## src/hdl/apv_pkg.sv

```systemverilog
// apv_pkg: types and constants shared by the arrow outline blocks.
// No dependencies.
package apv_pkg;

	localparam int COORD_BITS = 16;
	localparam int WIDTH_BITS = 12;
	localparam int DIR_BITS   = 14;
	localparam int EXT_BITS   = COORD_BITS + 3;
	localparam int NUM_VERTS  = 7;
	localparam int IDX_BITS   = 3;
	localparam int MAG_BITS   = COORD_BITS;
	localparam int LSQ_BITS   = 2 * MAG_BITS + 1;
	localparam int SQ_BITS    = LSQ_BITS + 9;
	localparam int SQ_ITERS   = (LSQ_BITS + 8 + 1) / 2;
	localparam int SQ_STEPS   = 3;
	localparam int SQ_CYCLES  = SQ_ITERS / SQ_STEPS;
	localparam int LEN_BITS   = SQ_ITERS;
	localparam int DIV_BITS   = DIR_BITS + 1;
	localparam int DIV_STEPS  = 3;
	localparam int DIV_CYCLES = DIV_BITS / DIV_STEPS;
	localparam int DEN_BITS   = LEN_BITS + 1;
	localparam int NUM_BITS   = MAG_BITS + DIR_BITS + 5 + 1;
	localparam int PROD_BITS  = COORD_BITS + WIDTH_BITS + 1;
	localparam int FIFO_DEPTH = 2;
	localparam int PTR_BITS   = 1;

	localparam logic [IDX_BITS-1:0] LAST_IDX = IDX_BITS'(NUM_VERTS - 1);

	typedef logic signed [COORD_BITS-1:0] coord_t;
	typedef logic signed [EXT_BITS-1:0]   ext_t;
	typedef logic [WIDTH_BITS-1:0]        width_t;

	typedef struct packed {
		coord_t src_x;
		coord_t src_y;
		coord_t dst_x;
		coord_t dst_y;
		width_t line_width;
	} apv_in_t;

	typedef struct packed {
		coord_t              vertex_x;
		coord_t              vertex_y;
		logic [IDX_BITS-1:0] vertex_index;
		logic                last_vertex;
	} apv_out_t;

	typedef struct packed {
		ext_t tx;
		ext_t ty;
		ext_t ex;
		ext_t ey;
		ext_t bx;
		ext_t by;
		ext_t hx;
		ext_t hy;
		ext_t fx;
		ext_t fy;
	} apv_geom_t;

endpackage

```

## src/hdl/apv_front.sv

```systemverilog
// apv_front: accepts arrows, finds the unit direction (iterative square root,
// then iterative division) and the outline offsets. Depends on apv_pkg.
module apv_front import apv_pkg::*; (
	input  logic      clk,
	input  logic      arst_n,
	input  logic      push,
	output logic      full,
	input  apv_in_t   arrow,
	output logic      geom_push,
	input  logic      geom_full,
	output apv_geom_t geom
);

	function automatic ext_t rnd_shift(input logic signed [PROD_BITS-1:0] x, input int s);
		logic [PROD_BITS-1:0] m;
		logic [PROD_BITS-1:0] r;
		begin
			m = x[PROD_BITS-1] ? PROD_BITS'(-x) : PROD_BITS'(x);
			r = (m + (PROD_BITS'(1) << (s - 1))) >> s;
			rnd_shift = x[PROD_BITS-1] ? -EXT_BITS'(r) : EXT_BITS'(r);
		end
	endfunction

	// stage 1: input register
	apv_in_t a_s1;
	logic    v_s1;

	// stage 2: square root
	apv_in_t               a_s2;
	logic                  v_s2, shrt_s2, zero_s2, nx_s2, ny_s2;
	logic [MAG_BITS-1:0]   ax_s2, ay_s2;
	logic [SQ_BITS-1:0]    n_s2, res_s2, bit_s2;
	logic [2:0]            cnt_s2;

	// stage 3: division
	apv_in_t               a_s3;
	logic                  v_s3, shrt_s3, zero_s3, nx_s3, ny_s3;
	logic [DEN_BITS-1:0]   den_s3;
	logic [DEN_BITS-1:0]   remx_s3, remy_s3;
	logic [DIV_BITS-1:0]   dlx_s3, dly_s3, qx_s3, qy_s3;
	logic [2:0]            cnt_s3;

	// stage 4: offset products
	apv_in_t                     a_s4;
	logic                        v_s4, shrt_s4;
	logic signed [PROD_BITS-1:0] pvx_s4, pvy_s4;

	logic done_s2, done_s3, adv1, adv2, adv3, free2, free3, free4;

	assign done_s2   = (cnt_s2 == 3'(SQ_CYCLES));
	assign done_s3   = (cnt_s3 == 3'(DIV_CYCLES));
	assign geom_push = v_s4 && !geom_full;
	assign free4     = !v_s4 || geom_push;
	assign adv3      = v_s3 && done_s3 && free4;
	assign free3     = !v_s3 || adv3;
	assign adv2      = v_s2 && done_s2 && free3;
	assign free2     = !v_s2 || adv2;
	assign adv1      = v_s1 && free2;
	assign full      = v_s1 && !free2;

	// stage 1 -> 2 arithmetic
	logic signed [COORD_BITS:0] dx, dy;
	logic [MAG_BITS-1:0]        ax, ay;
	logic [LSQ_BITS-1:0]        lsq;
	logic [LSQ_BITS-1:0]        w4sq;

	always_comb begin
		dx   = (COORD_BITS+1)'(a_s1.dst_x) - (COORD_BITS+1)'(a_s1.src_x);
		dy   = (COORD_BITS+1)'(a_s1.dst_y) - (COORD_BITS+1)'(a_s1.src_y);
		ax   = dx[COORD_BITS] ? MAG_BITS'(-dx) : MAG_BITS'(dx);
		ay   = dy[COORD_BITS] ? MAG_BITS'(-dy) : MAG_BITS'(dy);
		lsq  = LSQ_BITS'(ax) * LSQ_BITS'(ax) + LSQ_BITS'(ay) * LSQ_BITS'(ay);
		w4sq = (LSQ_BITS'(a_s1.line_width) * LSQ_BITS'(a_s1.line_width)) << 2;
	end

	// square root, three result bits a cycle
	logic [SQ_BITS-1:0] n_nx, r_nx, b_nx;

	always_comb begin
		n_nx = n_s2;
		r_nx = res_s2;
		b_nx = bit_s2;
		for (int j = 0; j < SQ_STEPS; j++) begin
			if (n_nx >= r_nx + b_nx) begin
				n_nx = n_nx - (r_nx + b_nx);
				r_nx = (r_nx >> 1) + b_nx;
			end else begin
				r_nx = r_nx >> 1;
			end
			b_nx = b_nx >> 2;
		end
	end

	// stage 2 -> 3 division setup
	logic [LEN_BITS-1:0] len8;
	logic [NUM_BITS-1:0] numx, numy;

	always_comb begin
		len8 = res_s2[LEN_BITS-1:0];
		numx = (NUM_BITS'(ax_s2) << (DIR_BITS + 5)) + NUM_BITS'(len8);
		numy = (NUM_BITS'(ay_s2) << (DIR_BITS + 5)) + NUM_BITS'(len8);
	end

	// restoring division, three quotient bits a cycle
	logic [DEN_BITS-1:0] rx_nx, ry_nx;
	logic [DIV_BITS-1:0] dlx_nx, dly_nx, qx_nx, qy_nx;
	logic [DEN_BITS:0]   tx_w, ty_w;

	always_comb begin
		rx_nx  = remx_s3;
		ry_nx  = remy_s3;
		dlx_nx = dlx_s3;
		dly_nx = dly_s3;
		qx_nx  = qx_s3;
		qy_nx  = qy_s3;
		tx_w   = '0;
		ty_w   = '0;
		for (int j = 0; j < DIV_STEPS; j++) begin
			tx_w = {rx_nx, dlx_nx[DIV_BITS-1]};
			ty_w = {ry_nx, dly_nx[DIV_BITS-1]};
			dlx_nx = dlx_nx << 1;
			dly_nx = dly_nx << 1;
			if (tx_w >= (DEN_BITS+1)'(den_s3)) begin
				tx_w  = tx_w - (DEN_BITS+1)'(den_s3);
				qx_nx = {qx_nx[DIV_BITS-2:0], 1'b1};
			end else begin
				qx_nx = {qx_nx[DIV_BITS-2:0], 1'b0};
			end
			if (ty_w >= (DEN_BITS+1)'(den_s3)) begin
				ty_w  = ty_w - (DEN_BITS+1)'(den_s3);
				qy_nx = {qy_nx[DIV_BITS-2:0], 1'b1};
			end else begin
				qy_nx = {qy_nx[DIV_BITS-2:0], 1'b0};
			end
			rx_nx = tx_w[DEN_BITS-1:0];
			ry_nx = ty_w[DEN_BITS-1:0];
		end
	end

	// stage 3 -> 4 signed direction times width
	logic signed [COORD_BITS-1:0] vx, vy;
	logic signed [WIDTH_BITS:0]   ws;

	always_comb begin
		vx = zero_s3 ? '0 : (nx_s3 ? -COORD_BITS'(qx_s3) : COORD_BITS'(qx_s3));
		vy = zero_s3 ? '0 : (ny_s3 ? -COORD_BITS'(qy_s3) : COORD_BITS'(qy_s3));
		ws = {1'b0, a_s3.line_width};
	end

	always_ff @(posedge clk or negedge arst_n) begin
		if (!arst_n) begin
			v_s1   <= 1'b0;
			v_s2   <= 1'b0;
			v_s3   <= 1'b0;
			v_s4   <= 1'b0;
			cnt_s2 <= '0;
			cnt_s3 <= '0;
		end else begin
			if (push && !full)
				v_s1 <= 1'b1;
			else if (adv1)
				v_s1 <= 1'b0;

			if (adv1) begin
				v_s2   <= 1'b1;
				cnt_s2 <= '0;
			end else if (adv2) begin
				v_s2 <= 1'b0;
			end else if (v_s2 && !done_s2) begin
				cnt_s2 <= cnt_s2 + 3'd1;
			end

			if (adv2) begin
				v_s3   <= 1'b1;
				cnt_s3 <= '0;
			end else if (adv3) begin
				v_s3 <= 1'b0;
			end else if (v_s3 && !done_s3) begin
				cnt_s3 <= cnt_s3 + 3'd1;
			end

			if (adv3)
				v_s4 <= 1'b1;
			else if (geom_push)
				v_s4 <= 1'b0;
		end
	end

	always_ff @(posedge clk) begin
		if (push && !full)
			a_s1 <= arrow;

		if (adv1) begin
			a_s2    <= a_s1;
			ax_s2   <= ax;
			ay_s2   <= ay;
			nx_s2   <= dx[COORD_BITS];
			ny_s2   <= dy[COORD_BITS];
			zero_s2 <= (lsq == '0);
			shrt_s2 <= (lsq <= w4sq);
			n_s2    <= SQ_BITS'(lsq) << 8;
			res_s2  <= '0;
			bit_s2  <= SQ_BITS'(1) << (2 * (SQ_ITERS - 1));
		end else if (v_s2 && !done_s2) begin
			n_s2   <= n_nx;
			res_s2 <= r_nx;
			bit_s2 <= b_nx;
		end

		if (adv2) begin
			a_s3    <= a_s2;
			nx_s3   <= nx_s2;
			ny_s3   <= ny_s2;
			zero_s3 <= zero_s2;
			shrt_s3 <= shrt_s2;
			den_s3  <= {len8, 1'b0};
			remx_s3 <= DEN_BITS'(numx >> DIV_BITS);
			remy_s3 <= DEN_BITS'(numy >> DIV_BITS);
			dlx_s3  <= numx[DIV_BITS-1:0];
			dly_s3  <= numy[DIV_BITS-1:0];
			qx_s3   <= '0;
			qy_s3   <= '0;
		end else if (v_s3 && !done_s3) begin
			remx_s3 <= rx_nx;
			remy_s3 <= ry_nx;
			dlx_s3  <= dlx_nx;
			dly_s3  <= dly_nx;
			qx_s3   <= qx_nx;
			qy_s3   <= qy_nx;
		end

		if (adv3) begin
			a_s4    <= a_s3;
			shrt_s4 <= shrt_s3;
			pvx_s4  <= PROD_BITS'(vx) * PROD_BITS'(ws);
			pvy_s4  <= PROD_BITS'(vy) * PROD_BITS'(ws);
		end
	end

	// outline points
	ext_t ex, ey;

	always_comb begin
		ex      = EXT_BITS'(a_s4.dst_x) - rnd_shift(pvx_s4, DIR_BITS - 1);
		ey      = EXT_BITS'(a_s4.dst_y) - rnd_shift(pvy_s4, DIR_BITS - 1);
		geom.tx = EXT_BITS'(a_s4.dst_x);
		geom.ty = EXT_BITS'(a_s4.dst_y);
		geom.ex = ex;
		geom.ey = ey;
		geom.bx = shrt_s4 ? ex : EXT_BITS'(a_s4.src_x);
		geom.by = shrt_s4 ? ey : EXT_BITS'(a_s4.src_y);
		geom.hx = rnd_shift(pvy_s4, DIR_BITS + 1);
		geom.hy = -rnd_shift(pvx_s4, DIR_BITS + 1);
		geom.fx = rnd_shift(pvy_s4, DIR_BITS);
		geom.fy = -rnd_shift(pvx_s4, DIR_BITS);
	end

endmodule

```

## src/hdl/apv_fifo.sv

```systemverilog
// apv_fifo: short queue of outline records between front and back.
// Depends on apv_pkg.
module apv_fifo import apv_pkg::*; (
	input  logic      clk,
	input  logic      arst_n,
	input  logic      wr,
	input  apv_geom_t wdata,
	output logic      full,
	input  logic      rd,
	output logic      empty,
	output apv_geom_t rdata
);

	apv_geom_t           mem [FIFO_DEPTH];
	logic [PTR_BITS-1:0] wptr_q, rptr_q;
	logic [PTR_BITS:0]   cnt_q;

	assign full  = (cnt_q == (PTR_BITS+1)'(FIFO_DEPTH));
	assign empty = (cnt_q == '0);
	assign rdata = mem[rptr_q];

	always_ff @(posedge clk or negedge arst_n) begin
		if (!arst_n) begin
			wptr_q <= '0;
			rptr_q <= '0;
			cnt_q  <= '0;
		end else begin
			if (wr)
				wptr_q <= wptr_q + 1'b1;
			if (rd)
				rptr_q <= rptr_q + 1'b1;
			if (wr && !rd)
				cnt_q <= cnt_q + 1'b1;
			else if (rd && !wr)
				cnt_q <= cnt_q - 1'b1;
		end
	end

	always_ff @(posedge clk) begin
		if (wr)
			mem[wptr_q] <= wdata;
	end

endmodule

```

## src/hdl/apv_back.sv

```systemverilog
// apv_back: walks the seven outline vertices of the queued record and
// saturates them into the output register. Depends on apv_pkg.
module apv_back import apv_pkg::*; (
	input  logic      clk,
	input  logic      arst_n,
	input  logic      geom_empty,
	input  apv_geom_t geom,
	output logic      geom_pop,
	output logic      empty,
	input  logic      pop,
	output apv_out_t  vertex
);

	apv_out_t            out_q;
	logic                ov_q;
	logic [IDX_BITS-1:0] idx_q;
	logic                load;
	ext_t                base, off, sum;
	logic                neg;
	coord_t              sat;

	localparam ext_t HI = EXT_BITS'((1 << (COORD_BITS - 1)) - 1);
	localparam ext_t LO = -HI - EXT_BITS'(1);

	assign load     = !geom_empty && (!ov_q || pop);
	assign geom_pop = load && (idx_q == LAST_IDX);
	assign empty    = !ov_q;
	assign vertex   = out_q;

	always_comb begin
		base = geom.ex;
		off  = geom.hx;
		neg  = 1'b0;
		case (idx_q)
			3'd0: begin base = geom.bx; off = geom.hx; neg = 1'b0; end
			3'd1: begin base = geom.bx; off = geom.hx; neg = 1'b1; end
			3'd2: begin base = geom.ex; off = geom.hx; neg = 1'b1; end
			3'd3: begin base = geom.ex; off = geom.fx; neg = 1'b1; end
			3'd4: begin base = geom.tx; off = '0;      neg = 1'b0; end
			3'd5: begin base = geom.ex; off = geom.fx; neg = 1'b0; end
			default: begin base = geom.ex; off = geom.hx; neg = 1'b0; end
		endcase
		sum = neg ? base - off : base + off;
		if (idx_q != 3'd0 && idx_q != 3'd1 && idx_q != 3'd4) begin
			// y component follows the same selection below
		end
		if (sum > HI)
			sat = coord_t'(HI);
		else if (sum < LO)
			sat = coord_t'(LO);
		else
			sat = coord_t'(sum);
	end

	ext_t basey, offy, sumy;
	coord_t saty;

	always_comb begin
		basey = geom.ey;
		offy  = geom.hy;
		unique case (idx_q)
			3'd0, 3'd1: begin basey = geom.by; offy = geom.hy; end
			3'd2, 3'd6: begin basey = geom.ey; offy = geom.hy; end
			3'd3, 3'd5: begin basey = geom.ey; offy = geom.fy; end
			3'd4:       begin basey = geom.ty; offy = '0;      end
			default:    begin basey = geom.ey; offy = geom.hy; end
		endcase
		sumy = neg ? basey - offy : basey + offy;
		if (sumy > HI)
			saty = coord_t'(HI);
		else if (sumy < LO)
			saty = coord_t'(LO);
		else
			saty = coord_t'(sumy);
	end

	always_ff @(posedge clk or negedge arst_n) begin
		if (!arst_n) begin
			ov_q  <= 1'b0;
			idx_q <= '0;
		end else begin
			if (load) begin
				ov_q  <= 1'b1;
				idx_q <= (idx_q == LAST_IDX) ? '0 : idx_q + 1'b1;
			end else if (pop) begin
				ov_q <= 1'b0;
			end
		end
	end

	always_ff @(posedge clk) begin
		if (load) begin
			out_q.vertex_x     <= sat;
			out_q.vertex_y     <= saty;
			out_q.vertex_index <= idx_q;
			out_q.last_vertex  <= (idx_q == LAST_IDX);
		end
	end

endmodule

```

## src/hdl/arrow_polygon_vertices_core.sv

```systemverilog
// arrow_polygon_vertices_core: top level of the arrow outline generator.
// Depends on apv_pkg, apv_front, apv_fifo, apv_back.
//
// Input queue: drive arrow and push; a beat is taken at a clock edge with
// push high and full low. Each arrow gives seven vertex beats, in outline
// order, on the output queue: vertex is valid while empty is low and is
// taken at an edge with pop high.
// The arrow rate is set by the square root unit (3 result bits a cycle
// over 21 bits); the division unit (3 quotient bits a cycle) runs beside
// it on the previous arrow. The output side gives one vertex a cycle while
// pop is high and the queue is not empty, 7 per arrow.
// A two-entry queue parts the direction front end from the vertex walker,
// so either side may stall alone. While pop stays low the current vertex
// holds and the front keeps taking arrows until its stages and the queue
// fill, then full rises.
// Reset empties every stage and the queue; no clearing pass is needed.
module arrow_polygon_vertices_core import apv_pkg::*; (
	input  logic     clk,
	input  logic     arst_n,
	input  logic     push,
	output logic     full,
	input  apv_in_t  arrow,
	output logic     empty,
	input  logic     pop,
	output apv_out_t vertex
);

	apv_geom_t g_wr, g_rd;
	logic      g_push, g_full, g_pop, g_empty;

	apv_front u_front (
		.clk       (clk),
		.arst_n    (arst_n),
		.push      (push),
		.full      (full),
		.arrow     (arrow),
		.geom_push (g_push),
		.geom_full (g_full),
		.geom      (g_wr)
	);

	apv_fifo u_fifo (
		.clk    (clk),
		.arst_n (arst_n),
		.wr     (g_push),
		.wdata  (g_wr),
		.full   (g_full),
		.rd     (g_pop),
		.empty  (g_empty),
		.rdata  (g_rd)
	);

	apv_back u_back (
		.clk        (clk),
		.arst_n     (arst_n),
		.geom_empty (g_empty),
		.geom       (g_rd),
		.geom_pop   (g_pop),
		.empty      (empty),
		.pop        (pop),
		.vertex     (vertex)
	);

	a_last_flag: assert property (@(posedge clk) disable iff (!arst_n)
		!empty |-> (vertex.last_vertex == (vertex.vertex_index == LAST_IDX)))
		else $error("last flag out of step with vertex index");

	a_index_walk: assert property (@(posedge clk) disable iff (!arst_n)
		(pop && !empty && vertex.vertex_index != LAST_IDX) |=>
		(!empty && vertex.vertex_index == $past(vertex.vertex_index) + 3'd1))
		else $error("vertex walk broke inside an arrow");

endmodule

```

## config.mk

```make
export PLATFORM = sky130hd
export DESIGN_NAME = arrow_polygon_vertices_core
export DESIGN_NICKNAME = d
export VERILOG_FILES = /design/src/hdl/apv_pkg.sv /design/src/hdl/apv_front.sv /design/src/hdl/apv_fifo.sv /design/src/hdl/apv_back.sv /design/src/hdl/arrow_polygon_vertices_core.sv
export SDC_FILE = /design/constraint.sdc
export NUM_CORES = 2
export LEC_CHECK = 0
export ABC_AREA = 1
export BUFFER_PORTS_ARGS = -buffer_cell sky130_fd_sc_hd__clkbuf_2
export CORE_MARGIN = 2
export CORE_UTILIZATION = 29
export DETAILED_ROUTE_END_ITERATION = 16
export PLACE_DENSITY = 0.42
export SYNTH_ARGS = -nofsm -noshare
export SYNTH_HDL_FRONTEND = slang
export SYNTH_HIERARCHICAL = 1
export SYNTH_SLANG_ARGS = --single-unit
```

## constraint.sdc

```tcl
create_clock -name clk -period 15.4 [get_ports clk]
set_input_delay 0.77 -clock clk [delete_from_list [all_inputs] [get_ports clk]]
set_output_delay 0.77 -clock clk [all_outputs]
set_load 0.02 [all_outputs]
```

Word level (Yosys, flattened, before mapping) --
Memories as Yosys holds them, arrays and structs flattened. Cells that the tools add are included.
Storage, ports and cells: register bits 661, memory bits (writable) 380, input bits 80, output and inout bits 38, word-level logic and storage cells 264, memories 1
Memory list:
- u_fifo.mem | words 2, bits a word 190, read ports 1, clocked after memory_dff 0, write ports 1, RTL line apv_fifo.sv:14 | apv_geom_t mem [FIFO_DEPTH];
Cells by class: add/sub/neg operators 53, multipliers 5, magnitude comparators 14, equal/unequal tests 11, multiplexer cells 74, reductions and logical operators 46
Operator list (number):
- 42-bit 2-to-1 mux | 6
- 19-bit 2-to-1 mux | 10
- 19-bit one-hot mux with 2 select lines | 4
- 23-bit by 22-bit greater-or-equal comparator with 1-bit output | 6
- 22-bit 2-to-1 mux | 6
- 22-bit subtractor | 6
- 16-bit 2-to-1 mux | 8
- 42-bit greater-or-equal comparator | 3
- 42-bit subtractor | 3
- 21-bit 2-to-1 mux | 4
- 41-bit 2-to-1 mux | 2
- 35-bit by 21-bit adder with 36-bit output | 2
- 16-bit by 16-bit multiplier with 32-bit output | 2
- 15-bit 2-to-1 mux | 4
- 29-bit by 13-bit adder with 29-bit output, second input constant | 2
- 29-bit by 14-bit adder with 29-bit output, second input constant | 2
- 29-bit by 15-bit adder with 29-bit output, second input constant | 2
- 16-bit by 13-bit multiplier with 29-bit output | 2
- 29-bit 2-to-1 mux | 2
- 29-bit negation | 2
- 41-bit by 37-bit adder with 42-bit output | 1
- 41-bit by 39-bit adder with 42-bit output | 1
- 41-bit by 41-bit adder with 42-bit output | 1
- 42-bit by 37-bit adder with 42-bit output | 1
- other kinds (39) | 121

Longest topological paths before layout --
word-level depth 13, gate-level depth with buffers 88, mapped depth without buffers 84

By module --
Netlist, hierarchy kept.
Modules (own cells, without submodules):
- apv_front | times used 1, cells each 10930, area an instance 85054.1 sq um, seq. area each 17096.4 sq um
- apv_fifo | times used 1, cells each 616, area an instance 14036.0 sq um, seq. area each 11511.0 sq um
- apv_back | times used 1, cells each 872, area an instance 5733.0 sq um, seq. area each 1181.1 sq um

Worst setup path after synthesis --
OpenSTA, ideal clock, no wires.
path type reg-to-reg, start reg u_front.cnt_s3[1], end reg u_front/a_s2[0] (netlist bit), enable pin, library setup time 520 ps, arrival 13935 ps, data required time 14880 ps, setup slack 944 ps, stages on the path, launching flop included 10, buffers on the path 1, clock period less this slack 14456 ps, cell sequence dfrtp_1 inv_1 ha_1 nand2_1 nor3b_1 nor2_1 nor3_1 nor2_1 nor2_1 clkbuf_1
On the way: longest elaborated chain between the ends 7
RTL lines:
- start, declared | RTL line apv_front.sv:41 | logic [2:0] cnt_s3;
- start signal, assigned | RTL line apv_front.sv:179 | cnt_s3 <= cnt_s3 + 3'd1;
- 3-bit equality test | RTL line apv_front.sv:51 | assign done_s3 = (cnt_s3 == 3'(DIV_CYCLES));
- 1-bit logical AND (2 in a row) | RTL line apv_front.sv:54 | assign adv3 = v_s3 && done_s3 && free4;
- via u_front.adv3 | RTL line apv_front.sv:48 | logic done_s2, done_s3, adv1, adv2, adv3, free2, free3, free4;
- 1-bit logical OR | RTL line apv_front.sv:55 | assign free3 = !v_s3 || adv3;
- 1-bit logical AND | RTL line apv_front.sv:56 | assign adv2 = v_s2 && done_s2 && free3;
- 1-bit logical OR | RTL line apv_front.sv:57 | assign free2 = !v_s2 || adv2;
- 1-bit logical AND | RTL line apv_front.sv:58 | assign adv1 = v_s1 && free2;
- via u_front.adv1 | RTL line apv_front.sv:48
- end signal, assigned | RTL line apv_front.sv:194 | a_s2 <= a_s1;
- end, declared | RTL line apv_front.sv:29 | apv_in_t a_s2;
The timed path passes the listed nets, and every way through them passes these cells. A chain may end at the register's enable or synchronous reset.

Worst setup path in the final report --
start reg u_front.bit_s2[4], end reg u_front.res_s2[17]
On the way: longest elaborated chain between the ends 9, elaborated cells on any way between the ends 16, those cells by class add/sub (8); order compare (3); mux (5)
RTL lines:
- start, declared | RTL line apv_front.sv:32 | logic [SQ_BITS-1:0] n_s2, res_s2, bit_s2;
- start signal, assigned | RTL line apv_front.sv:203 | bit_s2 <= SQ_BITS'(1) << (2 * (SQ_ITERS - 1));
- start signal, assigned | RTL line apv_front.sv:207 | bit_s2 <= b_nx;
- 42-bit by 41-bit adder with 42-bit output | RTL line apv_front.sv:84, apv_front.sv:85
- 42-bit greater-or-equal comparator | RTL line apv_front.sv:84 | if (n_nx >= r_nx + b_nx) begin
- 42-bit 2-to-1 mux | RTL line apv_front.sv:84
- 42-bit by 39-bit adder with 42-bit output | RTL line apv_front.sv:84, apv_front.sv:85
- 42-bit greater-or-equal comparator | RTL line apv_front.sv:84
- 42-bit 2-to-1 mux | RTL line apv_front.sv:84
- 42-bit by 37-bit adder with 42-bit output | RTL line apv_front.sv:84
- 42-bit greater-or-equal comparator | RTL line apv_front.sv:84
- 42-bit 2-to-1 mux (*) | RTL line apv_front.sv:84
- end signal, assigned | RTL line apv_front.sv:206 | res_s2 <= r_nx;
- end, declared | RTL line apv_front.sv:32
Mark *: on every way between the ends. The rest lies on a longest branch, timed or not.

==> impl_metrics.json <==
{
  "dieArea_um2": 366000,
  "drv_cap": 0,
  "final_cell_mix": "2467 x nand2_1, 2177 x inv_1, 1071 x nor2_1",
  "hold_viol_final": 0,
  "path_class": "reg -> reg",
  "dp_hpwl_um": 295000,
  "slowest_stage": "dfxtp_1",
  "dr.pass1.iters": 7,
  "syn-cell-area_um2": 105000,
  "die_w_um": 605,
  "cts_buffers": 137,
  "root_buffer": "clkbuf_16",
  "status": "finished clean",
  "rows": 220,
  "rsz0062_at_grt": "false",
  "critPathMostFrequentCell": "nand2_1",
  "crit_path_max_fanout": 49,
  "clkTransAtPathRegs_ns": 0.07,
  "top_layer_used": "met5",
  "wl_met2_um": 173000,
  "area_delta_synth_final_pct": 9.96,
  "layout.cells.non_filler": 17400,
  "drc_errors": 0,
  "clock_path_buffers": 4,
  "arrival_ns": 14.87,
  "skew_ns": 0.0755,
  "ys_seq_area_share_pct": 28.4,
  "start_util_pct": 29.2,
  "grtUsageTotal_pct": 19.7,
  "pre_cts_ws_ns": 0.414,
  "max_stage_delay_ns": 0.41,
  "final_core_util_pct": 32.1,
  "slew_violations": 0,
  "grt_first_pass_wirelength_um": 542000,
  "fmax_ghz": 0.0705,
  "cts_tree": "done",
  "setup_ws_ns": 1.21,
  "synth_edf_count": 917,
  "wl_met1_um": 167000,
  "gp_congestion": 0.946,
  "wirelength_um": 362000,
  "worstPathRequired_ns": 16.07,
  "synth_warnings": 6,
  "synth_seq_cells": 1025,
  "ioPinCount": 118,
  "postSynth.asyncResetShare_pct": 1.76,
  "avgRoutedWirePerCell_um": 20.9,
  "clk_latency_ns": 0.84,
  "postSynthCellCount": 12400,
  "synth_flop_cell": "edfxtp_1",
  "fin_crit_ns": 14.19,
  "drt_iter0_markers": 5567,
  "grt_pass1_vias": 83200,
  "reg2reg_depth": 74,
  "grt_overflow": 0,
  "drive_gt1_share_pct": 7.85,
  "setup_viol": 0,
  "setup.worst_path.start_class": "flip-flop",
  "cp-end-kind": "flip-flop",
  "hold_depth": 1,
  "core-area_um2": 359000,
  "relSlewSlack_pct": 20.2,
  "avgSynthCellArea_um2": 8.44,
  "tightest_slew_ns": 1.19,
  "cts.sinks": 1025,
  "layout_commonest_cell": "nand2_1",
  "vias": 81900,
  "wl_met3_um": 13000,
  "ant_nets": 0,
  "vias_per_cell": 4.72,
  "finalSetupTns_ns": 0,
  "antenna_found_initial": 20,
  "h-tree-depth": 4,
  "ys_types": 80,
  "port_buffers": 117,
  "place_inst": 17100,
  "synth_fp_nets": 14200,
  "grt_max_degree": 125,
  "finalNetCount": 14200,
  "period_share_pct": 92.2,
  "hp-class": "in -> reg",
  "die_y_um": 605
}
==> final timing paths <==
path                                                startpoint                              end  slack, ns
worst min register to register      u_front/a_s3[70]$_DFFE_PP_       u_front/a_s4[70]$_DFFE_PP_       0.37
max in group asynchronous                               arst_n         u_front/v_s2$_DFFE_PN0P_      14.39
worst max register to register  u_front/bit_s2[4]$_SDFFE_PP0P_  u_front/res_s2[17]$_SDFFE_PP0P_       1.21
worst max-delay path            u_front/bit_s2[4]$_SDFFE_PP0P_  u_front/res_s2[17]$_SDFFE_PP0P_       1.21
worst min-delay path                                 arrow[53]       u_front/a_s1[53]$_DFFE_PP_       0.11
min in group asynchronous                               arst_n        u_fifo/rptr_q$_DFFE_PN0P_       0.55
==> cell type report <==
| type | instances | area, um^2 |
|---|---|---|
| tap | 4773 | 5970 |
| antenna | 3 | 7.51 |
| fill | 38400 | 244000 |
| sequential | 1025 | 29800 |
| clock buffer | 165 | 3630 |
| inverter | 2255 | 8470 |
| timing repair buffer | 240 | 1560 |
| clock inverter | 77 | 752 |
| multi-input combinational | 8831 | 65100 |
==> cells by family after synthesis <==
logic type,after synthesis,synth area share (%)
compound gates,1618,8.85
xor+xnor,768,6.50
fa+ha+maj,1672,26.0
buf+inv,2562,9.66
flops,1025,28.4
mux,193,2.07
simple gates,4580,18.5
==> metal layers <==
layer	vias to the layer above	GRT usage, %
met1	39900	26.7
met4	6	4.79
met2	1554	33.7
met3	343	1.62
li1	40200	-
met5	-	0
==> registers in the layout (all words and copies together), names as in the netlist, 32 cells and up <==
signal          cells
u_back/vertex      36
u_fifo/mem        380
u_front/a_s1       76
u_front/a_s2       76
u_front/a_s3       76
u_front/a_s4       32
u_front/geom       32
u_front/n_s2       42
u_front/res_s2     42
==> through the flow <==
stage | cell area [um^2] | hold WS (ns)
2_1_floorplan | 105000 | 0.400
3_3_place_gp | 111000 | 0.400
3_5_place_dp | 111000 | 0.405
4_1_cts | 115000 | 0.0118
5_1_grt | 115000 | 0.0580
6_report | 115000 | 0.106
==> synthesized netlist by cell type, drive strengths merged, types with 12 or more instances <==
cell type	n	area share [%]
edfxtp	917	26
dfxtp	90	1.7
o21ai	586	2.8
o211ai	35	0.25
and2	12	0.074
ha	831	9.9
clkbuf	190	0.84
nand3b	18	0.13
a22oi	60	0.43
nand4	110	0.66
o21bai	58	0.44
or2	40	0.24
a21oi	603	2.9
dfrtp	18	0.43
mux2	191	2.1
nand3	529	2.7
nor4	29	0.19
o221ai	35	0.29
nor3	131	0.68
xnor2	208	1.8
o22ai	35	0.21
a21boi	38	0.27
a31oi	43	0.27
inv	2241	8.0
xor2	560	4.8
nand2	2562	9.5
a21o	37	0.26
clkinv	14	0.050
fa	841	16
nor2	1142	4.3
buf	117	0.74
o21a	20	0.14
o31ai	21	0.15
==> critical path, delay by kind of cell (launching register included) <==
family | cells | cell delay, ns
AOI/OAI and AO/OA | 17 | 3.48
xor gates and xnor gates | 2 | 0.33
adders and majority gates | 6 | 1.91
buffers and inverters | 7 | 1.35
DFF | 1 | 0.41
and+or+nand+nor | 42 | 6.49
==> timing repair <==
action,in CTS,in global routing
hold buffers,1,0
gates resized for setup,0,16
endpoints found under the setup margin,0,83
setup buffers,0,2
hold endpoints to repair,5,0
Power is not shown: default switching activity piles up to over one toggle a cycle in this logic, so the estimate is an artifact.
